$ cat config.mk
export PLATFORM = sky130hd
export DESIGN_NAME = morse_word_beacon_top
export DESIGN_NICKNAME = d
export VERILOG_FILES = /design/src/hdl/mwb_pkg.sv /design/src/hdl/mwb_step.sv /design/src/hdl/morse_word_beacon_top.sv
export VERILOG_INCLUDE_DIRS = /design/src /design/src/hdl
export SDC_FILE = /design/constraint.sdc
export NUM_CORES = 1
export LEC_CHECK = 0
export CORE_ASPECT_RATIO = 0.8
export CORE_MARGIN = 1
export CORE_UTILIZATION = 52
export DETAILED_ROUTE_END_ITERATION = 8
export DONT_BUFFER_PORTS = 1
export MAX_ROUTING_LAYER = met4
export PLACE_DENSITY = 0.67
export SLEW_MARGIN = 20
export SYNTH_ARGS = -nofsm -noshare
export SYNTH_HDL_FRONTEND = slang
export SYNTH_SLANG_ARGS = --single-unit
$ cat constraint.sdc
create_clock -name clk -period 8.5 [get_ports clk]
set_input_delay 2.55 -clock clk [delete_from_list [all_inputs] [get_ports clk]]
set_output_delay 2.55 -clock clk [all_outputs]
set_load 0.1 [all_outputs]
$ cat src/hdl/morse_word_beacon_top_defines.svh
// assertion macros used by the beacon top rtl
`ifndef MORSE_WORD_BEACON_TOP_DEFINES_SVH
`define MORSE_WORD_BEACON_TOP_DEFINES_SVH

`ifndef ASSERT_OFF

// property checked on every rising clock edge outside reset
`define MWB_ASSERT(label, prop, msg) \
	label: assert property (@(posedge clk) disable iff (!arst_n) (prop)) else $error(msg);

// condition that must never be seen outside reset
`define MWB_ASSERT_NEVER(label, cond, msg) \
	label: assert property (@(posedge clk) disable iff (!arst_n) !(cond)) else $error(msg);

`else

`define MWB_ASSERT(label, prop, msg)
`define MWB_ASSERT_NEVER(label, cond, msg)

`endif

`endif

$ cat src/hdl/mwb_pkg.sv
`timescale 1ns / 1ps
`default_nettype none

package mwb_pkg;

	// sequencer phases
	typedef enum logic [1:0] {
		PH_START = 2'd0,
		PH_SEND  = 2'd1,
		PH_WAIT  = 2'd2
	} phase_t;

	// register map indexes (byte address is 8 times the index)
	typedef enum logic [2:0] {
		REG_DOT     = 3'd0,
		REG_RESTART = 3'd1,
		REG_START   = 3'd2,
		REG_BLINK   = 3'd3,
		REG_LENGTH  = 3'd4,
		REG_LETTERS = 3'd5
	} reg_idx_t;

	localparam int WORD_W   = 60;
	localparam int LETTER_W = 5;
	localparam int BUS_W    = 64;
	localparam int ADDR_W   = 6;

	localparam logic [15:0] DOT_RESET     = 16'd400;
	localparam logic [15:0] RESTART_RESET = 16'd2000;
	localparam logic [15:0] START_RESET   = 16'd4000;
	localparam logic [15:0] BLINK_RESET   = 16'd1000;
	localparam logic [3:0]  LENGTH_RESET  = 4'd1;

	// sequencer control state passed between top and step logic
	typedef struct packed {
		phase_t     phase;
		logic       blink;
		logic [3:0] letter;
		logic [2:0] symbol;
		logic       lamp;
	} mwb_ctrl_t;

	// morse pattern of one letter: symbol count and dash mask (bit i = symbol i)
	typedef struct packed {
		logic [2:0] len;
		logic [3:0] dash;
	} morse_t;

	function automatic morse_t morse_lookup(input logic [LETTER_W-1:0] code);
		morse_t m;
		m = '{len: 3'd0, dash: 4'h0};
		case (code)
			5'd0:  m = '{len: 3'd2, dash: 4'h2};
			5'd1:  m = '{len: 3'd4, dash: 4'h1};
			5'd2:  m = '{len: 3'd4, dash: 4'h5};
			5'd3:  m = '{len: 3'd3, dash: 4'h1};
			5'd4:  m = '{len: 3'd1, dash: 4'h0};
			5'd5:  m = '{len: 3'd4, dash: 4'h4};
			5'd6:  m = '{len: 3'd3, dash: 4'h3};
			5'd7:  m = '{len: 3'd4, dash: 4'h0};
			5'd8:  m = '{len: 3'd2, dash: 4'h0};
			5'd9:  m = '{len: 3'd4, dash: 4'hE};
			5'd10: m = '{len: 3'd3, dash: 4'h5};
			5'd11: m = '{len: 3'd4, dash: 4'h2};
			5'd12: m = '{len: 3'd2, dash: 4'h3};
			5'd13: m = '{len: 3'd2, dash: 4'h1};
			5'd14: m = '{len: 3'd3, dash: 4'h7};
			5'd15: m = '{len: 3'd4, dash: 4'h6};
			5'd16: m = '{len: 3'd4, dash: 4'hB};
			5'd17: m = '{len: 3'd3, dash: 4'h2};
			5'd18: m = '{len: 3'd3, dash: 4'h0};
			5'd19: m = '{len: 3'd1, dash: 4'h1};
			5'd20: m = '{len: 3'd3, dash: 4'h4};
			5'd21: m = '{len: 3'd4, dash: 4'h8};
			5'd22: m = '{len: 3'd3, dash: 4'h6};
			5'd23: m = '{len: 3'd4, dash: 4'h9};
			5'd24: m = '{len: 3'd4, dash: 4'hD};
			5'd25: m = '{len: 3'd4, dash: 4'h3};
			default: m = '{len: 3'd0, dash: 4'h0};
		endcase
		return m;
	endfunction

endpackage

`default_nettype wire

$ cat src/hdl/mwb_step.sv
`timescale 1ns / 1ps
`default_nettype none

// next sequencer state for one tick
module mwb_step import mwb_pkg::*; #(
	parameter int MAX_LETTERS = 12,
	parameter int TICK_BITS   = 16
) (
	input  wire logic                                     restart,
	input  wire mwb_ctrl_t                                ctrl,
	input  wire logic [TICK_BITS+1:0]                     tick_cnt,
	input  wire logic [TICK_BITS-1:0]                     blink_cnt,
	input  wire logic [((TICK_BITS < 16) ? TICK_BITS : 16)-1:0] dot_ticks,
	input  wire logic [((TICK_BITS < 16) ? TICK_BITS : 16)-1:0] restart_ticks,
	input  wire logic [((TICK_BITS < 16) ? TICK_BITS : 16)-1:0] start_ticks,
	input  wire logic [((TICK_BITS < 16) ? TICK_BITS : 16)-1:0] blink_ticks,
	input  wire logic [3:0]                               word_length,
	input  wire logic [WORD_W-1:0]                        word_letters,
	output mwb_ctrl_t                                     ctrl_nxt,
	output logic [TICK_BITS+1:0]                          tick_cnt_nxt,
	output logic [TICK_BITS-1:0]                          blink_cnt_nxt
);

	localparam int CNT_W = TICK_BITS + 2;

	logic [CNT_W-1:0]     tick_inc;
	logic [CNT_W-1:0]     unit1;
	logic [CNT_W-1:0]     unit3;
	logic [CNT_W-1:0]     gap;
	logic [CNT_W-1:0]     dur;
	logic [TICK_BITS-1:0] blink_inc;
	logic [3:0]           eff_len;
	logic [LETTER_W-1:0]  code;
	morse_t               pat;
	logic [2:0]           sym_inc;

	// saturating tick counter and unit lengths
	assign tick_inc  = (&tick_cnt) ? tick_cnt : tick_cnt + CNT_W'(1);
	assign unit1     = CNT_W'(dot_ticks);
	assign unit3     = (unit1 << 1) + unit1;
	assign blink_inc = blink_cnt + TICK_BITS'(1);
	assign sym_inc   = ctrl.symbol + 3'd1;
	assign eff_len   = (word_length > 4'(MAX_LETTERS)) ? 4'(MAX_LETTERS) : word_length;
	assign gap       = (ctrl.symbol == 3'd0) ? unit3 : unit1;
	assign dur       = pat.dash[ctrl.symbol[1:0]] ? unit3 : unit1;
	assign pat       = morse_lookup(code);

	// current letter code
	always_comb begin
		code = '1;
		for (int i = 0; i < MAX_LETTERS; i++) begin
			if (ctrl.letter == 4'(i)) begin
				code = word_letters[LETTER_W*i +: LETTER_W];
			end
		end
	end

	// phase sequencer
	always_comb begin
		ctrl_nxt      = ctrl;
		tick_cnt_nxt  = tick_inc;
		blink_cnt_nxt = blink_cnt;
		if (restart) begin
			ctrl_nxt      = '{phase: PH_START, blink: 1'b1, letter: 4'd0,
				symbol: 3'd0, lamp: 1'b0};
			tick_cnt_nxt  = '0;
			blink_cnt_nxt = '0;
		end else begin
			unique case (ctrl.phase)
				PH_SEND: begin
					if (ctrl.letter >= eff_len) begin
						ctrl_nxt.phase = PH_WAIT;
						tick_cnt_nxt   = '0;
					end else if (ctrl.symbol >= pat.len) begin
						// letter without symbols: only its letter pause
						if (tick_inc >= unit3) begin
							ctrl_nxt.letter = ctrl.letter + 4'd1;
							ctrl_nxt.symbol = 3'd0;
							tick_cnt_nxt    = '0;
						end
					end else if (!ctrl.lamp) begin
						if (tick_inc >= gap) begin
							ctrl_nxt.lamp = 1'b1;
							tick_cnt_nxt  = '0;
						end
					end else if (tick_inc >= dur) begin
						ctrl_nxt.lamp = 1'b0;
						tick_cnt_nxt  = '0;
						if (sym_inc >= pat.len) begin
							ctrl_nxt.letter = ctrl.letter + 4'd1;
							ctrl_nxt.symbol = 3'd0;
						end else begin
							ctrl_nxt.symbol = sym_inc;
						end
					end
				end
				PH_WAIT: begin
					if (tick_inc >= CNT_W'(restart_ticks)) begin
						ctrl_nxt      = '{phase: PH_START, blink: 1'b1, letter: 4'd0,
							symbol: 3'd0, lamp: 1'b0};
						tick_cnt_nxt  = '0;
						blink_cnt_nxt = '0;
					end
				end
				default: begin
					// start phase: ring blink and start timer
					ctrl_nxt.phase = PH_START;
					blink_cnt_nxt  = blink_inc;
					if (blink_inc >= TICK_BITS'(blink_ticks)) begin
						blink_cnt_nxt  = '0;
						ctrl_nxt.blink = ~ctrl.blink;
					end
					if (tick_inc >= CNT_W'(start_ticks)) begin
						ctrl_nxt.phase = PH_SEND;
						tick_cnt_nxt   = '0;
					end
				end
			endcase
		end
	end

endmodule

`default_nettype wire

$ cat src/hdl/morse_word_beacon_top.sv
`timescale 1ns / 1ps
`default_nettype none

// Morse word beacon. Each accepted word is one time tick; one result word comes
// out per tick, so the block runs at one tick per clock cycle while the result
// channel is not stalled. A tick is held in an input register and the sequencer
// state (which doubles as the result register) is updated from it once the
// result slot is free, which raises result_valid. A stalled result holds the
// sequencer state and stalls the tick channel only while the input register is
// also full. The combinational path is the letter select and pattern lookup
// followed by the tick counter compare against the current step length.
// Configuration sits on a 64-bit APB port, register i at byte address 8*i;
// timing registers keep their low TICK_BITS bits when TICK_BITS is below 16.
`include "morse_word_beacon_top_defines.svh"

module morse_word_beacon_top import mwb_pkg::*; #(
	parameter int MAX_LETTERS = 12,
	parameter int TICK_BITS   = 16
) (
	input  wire logic              clk,
	input  wire logic              arst_n,
	// configuration port
	input  wire logic              psel,
	input  wire logic              penable,
	input  wire logic              pwrite,
	input  wire logic [ADDR_W-1:0] paddr,
	input  wire logic [BUS_W-1:0]  pwdata,
	output logic [BUS_W-1:0]       prdata,
	output logic                   pready,
	// tick channel
	input  wire logic              item_valid,
	output logic                   item_stall,
	input  wire logic              restart,
	// result channel
	output logic                   result_valid,
	input  wire logic              result_stall,
	output logic                   lamp_on,
	output logic                   ring_on,
	output logic [1:0]             phase_code,
	output logic [3:0]             letter_position
);

	localparam int CNT_W  = TICK_BITS + 2;
	localparam int UNIT_W = (TICK_BITS < 16) ? TICK_BITS : 16;

	// configuration registers
	logic [UNIT_W-1:0] dot_q, restart_ticks_q, start_q, blink_q;
	logic [3:0]        length_q;
	logic [WORD_W-1:0] letters_q;
	reg_idx_t          widx, ridx;
	logic              cfg_wr;

	// pipeline and sequencer state
	logic                 vld_s1, restart_s1, vld_s2;
	logic                 step_go;
	mwb_ctrl_t            ctrl_q, ctrl_nxt;
	logic [CNT_W-1:0]     tick_q, tick_nxt;
	logic [TICK_BITS-1:0] blink_cnt_q, blink_cnt_nxt;

	assign pready = 1'b1;
	assign cfg_wr = psel && penable && pwrite;
	assign widx   = reg_idx_t'(paddr[ADDR_W-1:3]);
	assign ridx   = reg_idx_t'(paddr[ADDR_W-1:3]);

	// register writes
	always_ff @(posedge clk or negedge arst_n) begin
		if (!arst_n) begin
			dot_q           <= DOT_RESET[UNIT_W-1:0];
			restart_ticks_q <= RESTART_RESET[UNIT_W-1:0];
			start_q         <= START_RESET[UNIT_W-1:0];
			blink_q         <= BLINK_RESET[UNIT_W-1:0];
			length_q        <= LENGTH_RESET;
			letters_q       <= '0;
		end else if (cfg_wr) begin
			unique case (widx)
				REG_DOT:     dot_q           <= pwdata[UNIT_W-1:0];
				REG_RESTART: restart_ticks_q <= pwdata[UNIT_W-1:0];
				REG_START:   start_q         <= pwdata[UNIT_W-1:0];
				REG_BLINK:   blink_q         <= pwdata[UNIT_W-1:0];
				REG_LENGTH:  length_q        <= pwdata[3:0];
				REG_LETTERS: letters_q       <= pwdata[WORD_W-1:0];
				default: ;
			endcase
		end
	end

	// register read back
	always_comb begin
		unique case (ridx)
			REG_DOT:     prdata = BUS_W'(dot_q);
			REG_RESTART: prdata = BUS_W'(restart_ticks_q);
			REG_START:   prdata = BUS_W'(start_q);
			REG_BLINK:   prdata = BUS_W'(blink_q);
			REG_LENGTH:  prdata = BUS_W'(length_q);
			REG_LETTERS: prdata = BUS_W'(letters_q);
			default:     prdata = '0;
		endcase
	end

	// handshake: a tick moves into the sequencer when the result slot is free
	assign step_go    = vld_s1 && (!vld_s2 || !result_stall);
	assign item_stall = vld_s1 && !step_go;

	// input register
	always_ff @(posedge clk or negedge arst_n) begin
		if (!arst_n) begin
			vld_s1 <= 1'b0;
		end else if (!item_stall) begin
			vld_s1 <= item_valid;
		end
	end

	always_ff @(posedge clk) begin
		if (item_valid && !item_stall) begin
			restart_s1 <= restart;
		end
	end

	// result valid
	always_ff @(posedge clk or negedge arst_n) begin
		if (!arst_n) begin
			vld_s2 <= 1'b0;
		end else if (step_go) begin
			vld_s2 <= 1'b1;
		end else if (!result_stall) begin
			vld_s2 <= 1'b0;
		end
	end

	mwb_step #(
		.MAX_LETTERS (MAX_LETTERS),
		.TICK_BITS   (TICK_BITS)
	) u_step (
		.restart       (restart_s1),
		.ctrl          (ctrl_q),
		.tick_cnt      (tick_q),
		.blink_cnt     (blink_cnt_q),
		.dot_ticks     (dot_q),
		.restart_ticks (restart_ticks_q),
		.start_ticks   (start_q),
		.blink_ticks   (blink_q),
		.word_length   (length_q),
		.word_letters  (letters_q),
		.ctrl_nxt      (ctrl_nxt),
		.tick_cnt_nxt  (tick_nxt),
		.blink_cnt_nxt (blink_cnt_nxt)
	);

	// sequencer state, also the result register
	always_ff @(posedge clk or negedge arst_n) begin
		if (!arst_n) begin
			ctrl_q      <= '{phase: PH_START, blink: 1'b1, letter: 4'd0,
				symbol: 3'd0, lamp: 1'b0};
			tick_q      <= '0;
			blink_cnt_q <= '0;
		end else if (step_go) begin
			ctrl_q      <= ctrl_nxt;
			tick_q      <= tick_nxt;
			blink_cnt_q <= blink_cnt_nxt;
		end
	end

	// result fields
	always_comb begin
		result_valid    = vld_s2;
		lamp_on         = ctrl_q.lamp;
		ring_on         = (ctrl_q.phase == PH_START) && ctrl_q.blink;
		phase_code      = ctrl_q.phase;
		letter_position = ctrl_q.letter;
	end

	`MWB_ASSERT(a_hold_state, !step_go |=> $stable(ctrl_q) && $stable(tick_q), "state moved without a tick")
	`MWB_ASSERT(a_symbol_range, ctrl_q.symbol <= 3'd3, "symbol index past four")
	`MWB_ASSERT(a_go_valid, step_go |=> vld_s2, "tick taken but no result shown")
	`MWB_ASSERT(a_restart, step_go && restart_s1 |=> ctrl_q.phase == PH_START && tick_q == '0 && ctrl_q.letter == 4'd0 && !ctrl_q.lamp, "restart did not begin the round")
	`MWB_ASSERT_NEVER(a_stall_empty, item_stall && !vld_s1, "stall with empty input register")

endmodule

`default_nettype wire
==> impl_results.md <==
* Status: finished clean
* CP cell instances: inv_1, nor2_2, buf_4, and3_1
* Hold path cells at 1
* # nets final at 1702
* Top-count cell post-synth: nand2_1
* Clock Pin Slew Worst Setup and Hold Paths at 0.06 ns
* Leak at a little over 7 nW
* Worst path bufs/invs at 2
* Post-synth top area cell: dfrtp_1
* Fraction of final layout cells with drive strength greater than 1 at 0.146
* IO buf count at 0
* Met3 GRT Util at 0.0627
* Cell area after synthesis at 13700 um2
* RSZ-0062 raised after global routing: false
* Clk buf depth at 2
* Slowest CP cell: and3_1
* Slew at the pin closest to its max-slew limit at around 1.2 ns
* Starting Density at 0.534
* Fin Setup TNS at 0 ns
* Power Density at roughly 290 nW/um2
* Syn Area/Cell at 9.08 um2
* Pwr Total at ~4.2 mW
* P&R area growth vs syn at 7.28%
* R2R cell count at 23
* Cts hold-fix bufs at 0
* Reg2reg setup slack at about 1.3 ns
* Final period utilization at 0.853
* Synth Flop Type: dfrtp_1
* Average wire per standard cell at 20.4 um
* Largest net degree at the start of global routing at 176
* WHS Endpoint: letters_q[46]$_DFFE_PN0P_
* # setup viols final at 0
* Die Width at 183 um
* Max FO, Critical Path at 35
* Drt pass-1 iters at 5
* First-pass GRT wire length at between 50 and 60 mm
* Cells after Synth at 1504
* Pre-CTS WS at 1.35 ns
* CTS buffer count at 17
* Worst Skew at 0.0107 ns
* Worst VDD drop at between 0.2 and 0.3 mV
* Max_slew headroom at 0.204
* Post-synth ARST share at 0.994
* Core Region at 25600 um2
* Worst hold-check path type: reg2reg
* Post-CTS setup buffer count at 0
* Crit start category: primary input
* Post-CTS sizing at 0
* CTS tree: done
* Reg-to-reg startpoint: letter_position[1]$_DFFE_PN0P_
* CP top delay family: simple AND/OR/NAND/NOR gates
* Share of the synthesized area in the top cell type at 0.279
* Via count at 11100
* DP HPWL at 28.5 mm
* Total grt overflow at 0
* Synth top cells by count: nand2_1, dfrtp_1, ha_1
* Post-synthesis sequential area ratio at 0.325
* Slew Viols, Final at 0
* Clock network latency to the later pin of the worst-skew pair at around 0.44 ns
* Initial DRC Count at roughly 990
* GR peak layer: met1
* Req. time, crit path at 5.95 ns
* Period minus WS final at 7.25 ns
* Vias/cell at 6.05
* DIE AREA at 26900 um2
* Hold path startpoint: letters_q[46]$_DFFE_PN0P_
* Kind of critical path: in2out
* I/O Pins at between 150 and 200
* Initial antenna violation count at 0
* Met1 usage at 0.441
* Final WS setup at 1.25 ns
* Post-synth EDFFs at 1
* # fillers at between 2000 and 2500
* Register bit total from synthesis at 176
* RePlAce Congestion at 0.934
* GRT Total Usage at 0.289
* Critical Path Sink Type: output port
* Max Cap Violations at 0
* Vias in the first global route at around 10000
* Synthesis Warnings at 0
* Routed Wire Length at between 30 and 40 mm
* Ranking of synthesized cells by area: dfrtp_1, ha_1, mux2_2, o21ai_0, nand2_1
* Fmax at about 140 MHz
* Critical path's largest stage delay at ~0.86 ns
* Clock tree sinks at 176
* Sequential cell area at about 4400 um2
* Netlist cell types at 86
* Final ANT Viol Nets at 0
* WP depth at 4
* Area of the multi-input gates at 8550 um2
* # rows at 52
* Root buffer cell: clkbuf_16
* Die height at 147 um
* Final hold viol count at 0
* ANT cells at 0
* Htree depth at 4
* Reg2Reg Capture Point: tick_q[2]$_DFFE_PN0P_
* Met2 global-route usage at 0.386
* WP data arrival at approximately 4.7 ns
* DR DRC count at 0
layer usage:
metal | part of all wire | vias to the layer above
met5 | 0 | -
met4 | 0.014 | 0
met3 | 0.079 | 39
met2 | 0.41 | 376
met1 | 0.50 | 5374
li1 | - | 5334
registers in the layout, summed over array words and instances, names as in the netlist:
name,cells
lamp_on,1
phase_code,2
vld_s1,1
tick_q,18
letters_q,60
restart_s1,1
blink_q,16
ctrl_q,4
result_valid,1
length_q,4
letter_position,4
restart_ticks_q,16
blink_cnt_q,16
start_q,16
dot_q,16
metrics by stage:
step / instances / hold WS [ns] / utilization / area (um2)
after global placement: 1808 / 0.491 / 0.549 / 14000
after global routing: 1840 / 0.542 / 0.573 / 14700
after floorplan: 1507 / 0.469 / - / 13700
after CTS: 1840 / 0.512 / 0.572 / 14600
after detailed placement: 1808 / 0.497 / 0.549 / 14000
final: 1840 / 0.510 / 0.573 / 14700
layout by cell type, fill, tap and decap left out, types with 8 or more instances in the layout:
cell type  count
a211oi_1      13
a21o_1        33
a21oi_1       63
a221oi_1      12
a31oi_1        8
and2_1         8
and3_1        53
buf_4         26
clkbuf_16     17
dfrtp_1      152
dfstp_2       23
ha_1         147
inv_1        110
mux2_2        83
mux2i_1       52
nand2_1      162
nand2b_1      35
nand3_1       35
nand4_1       17
nor2_1        54
nor2b_1       13
nor3_1        15
o211ai_1       8
o21a_1         9
o21ai_0      122
o21ai_1       15
o31ai_1       11
xnor2_1       23
xor2_1        16
cells by family (layout without fill, tap and decap cells):
family | after synthesis | after routing | share of synthesized area
and+or+nand+nor | 435 | 435 | 0.156
AOI/OAI and AO/OA | 372 | 372 | 0.177
buffers and inverters | 188 | 170 | 0.0590
DFF | 176 | 176 | 0.325
adders and majority gates | 148 | 148 | 0.136
muxes | 144 | 144 | 0.120
xor gates and xnor gates | 39 | 39 | 0.0250
other | 2 | 5 | 0.000550
layout make-up:
type / instances / area share
clock inverters: 13 / 0.0104
flip-flops and latches: 176 / 0.303
inverters: 112 / 0.0287
well taps: 351 / 0.0300
multi-input cells: 1143 / 0.584
repair buffers: 26 / 0.0133
clock buffers: 19 / 0.0309
worst reg2reg max path, delay by kind of cell, from the launching register on:
| family | cells | cell delay [ns] |
|---|---|---|
| mux | 3 | 0.59 |
| fa+ha+maj | 3 | 1.33 |
| buf+inv | 4 | 0.78 |
| simple gates | 3 | 0.79 |
| compound gates | 10 | 3.09 |
| flops | 1 | 0.49 |
how the worst max path moves through the flow:
| stage | startpoint | to | slack (ns) |
|---|---|---|---|
| 2_1_floorplan | paddr[4] | prdata[15] | 0.40 |
| 4_1_cts | paddr[5] | prdata[41] | 1.34 |
| 3_3_place_gp | paddr[5] | prdata[34] | 1.38 |
| 3_5_place_dp | paddr[5] | prdata[41] | 1.35 |
| 5_1_grt | letter_position[1]$_DFFE_PN0P_ | tick_q[2]$_DFFE_PN0P_ | 0.94 |
| 6_report | paddr[5] | prdata[41] | 1.25 |
report_power, final:
part	internal, mW	leakage [nW]	switching (mW)
clock network	0.454	0.287	0.365
logic	0.852	4.67	1.38
registers	0.998	2.19	0.144
Power figures use the tool's default switching activity.
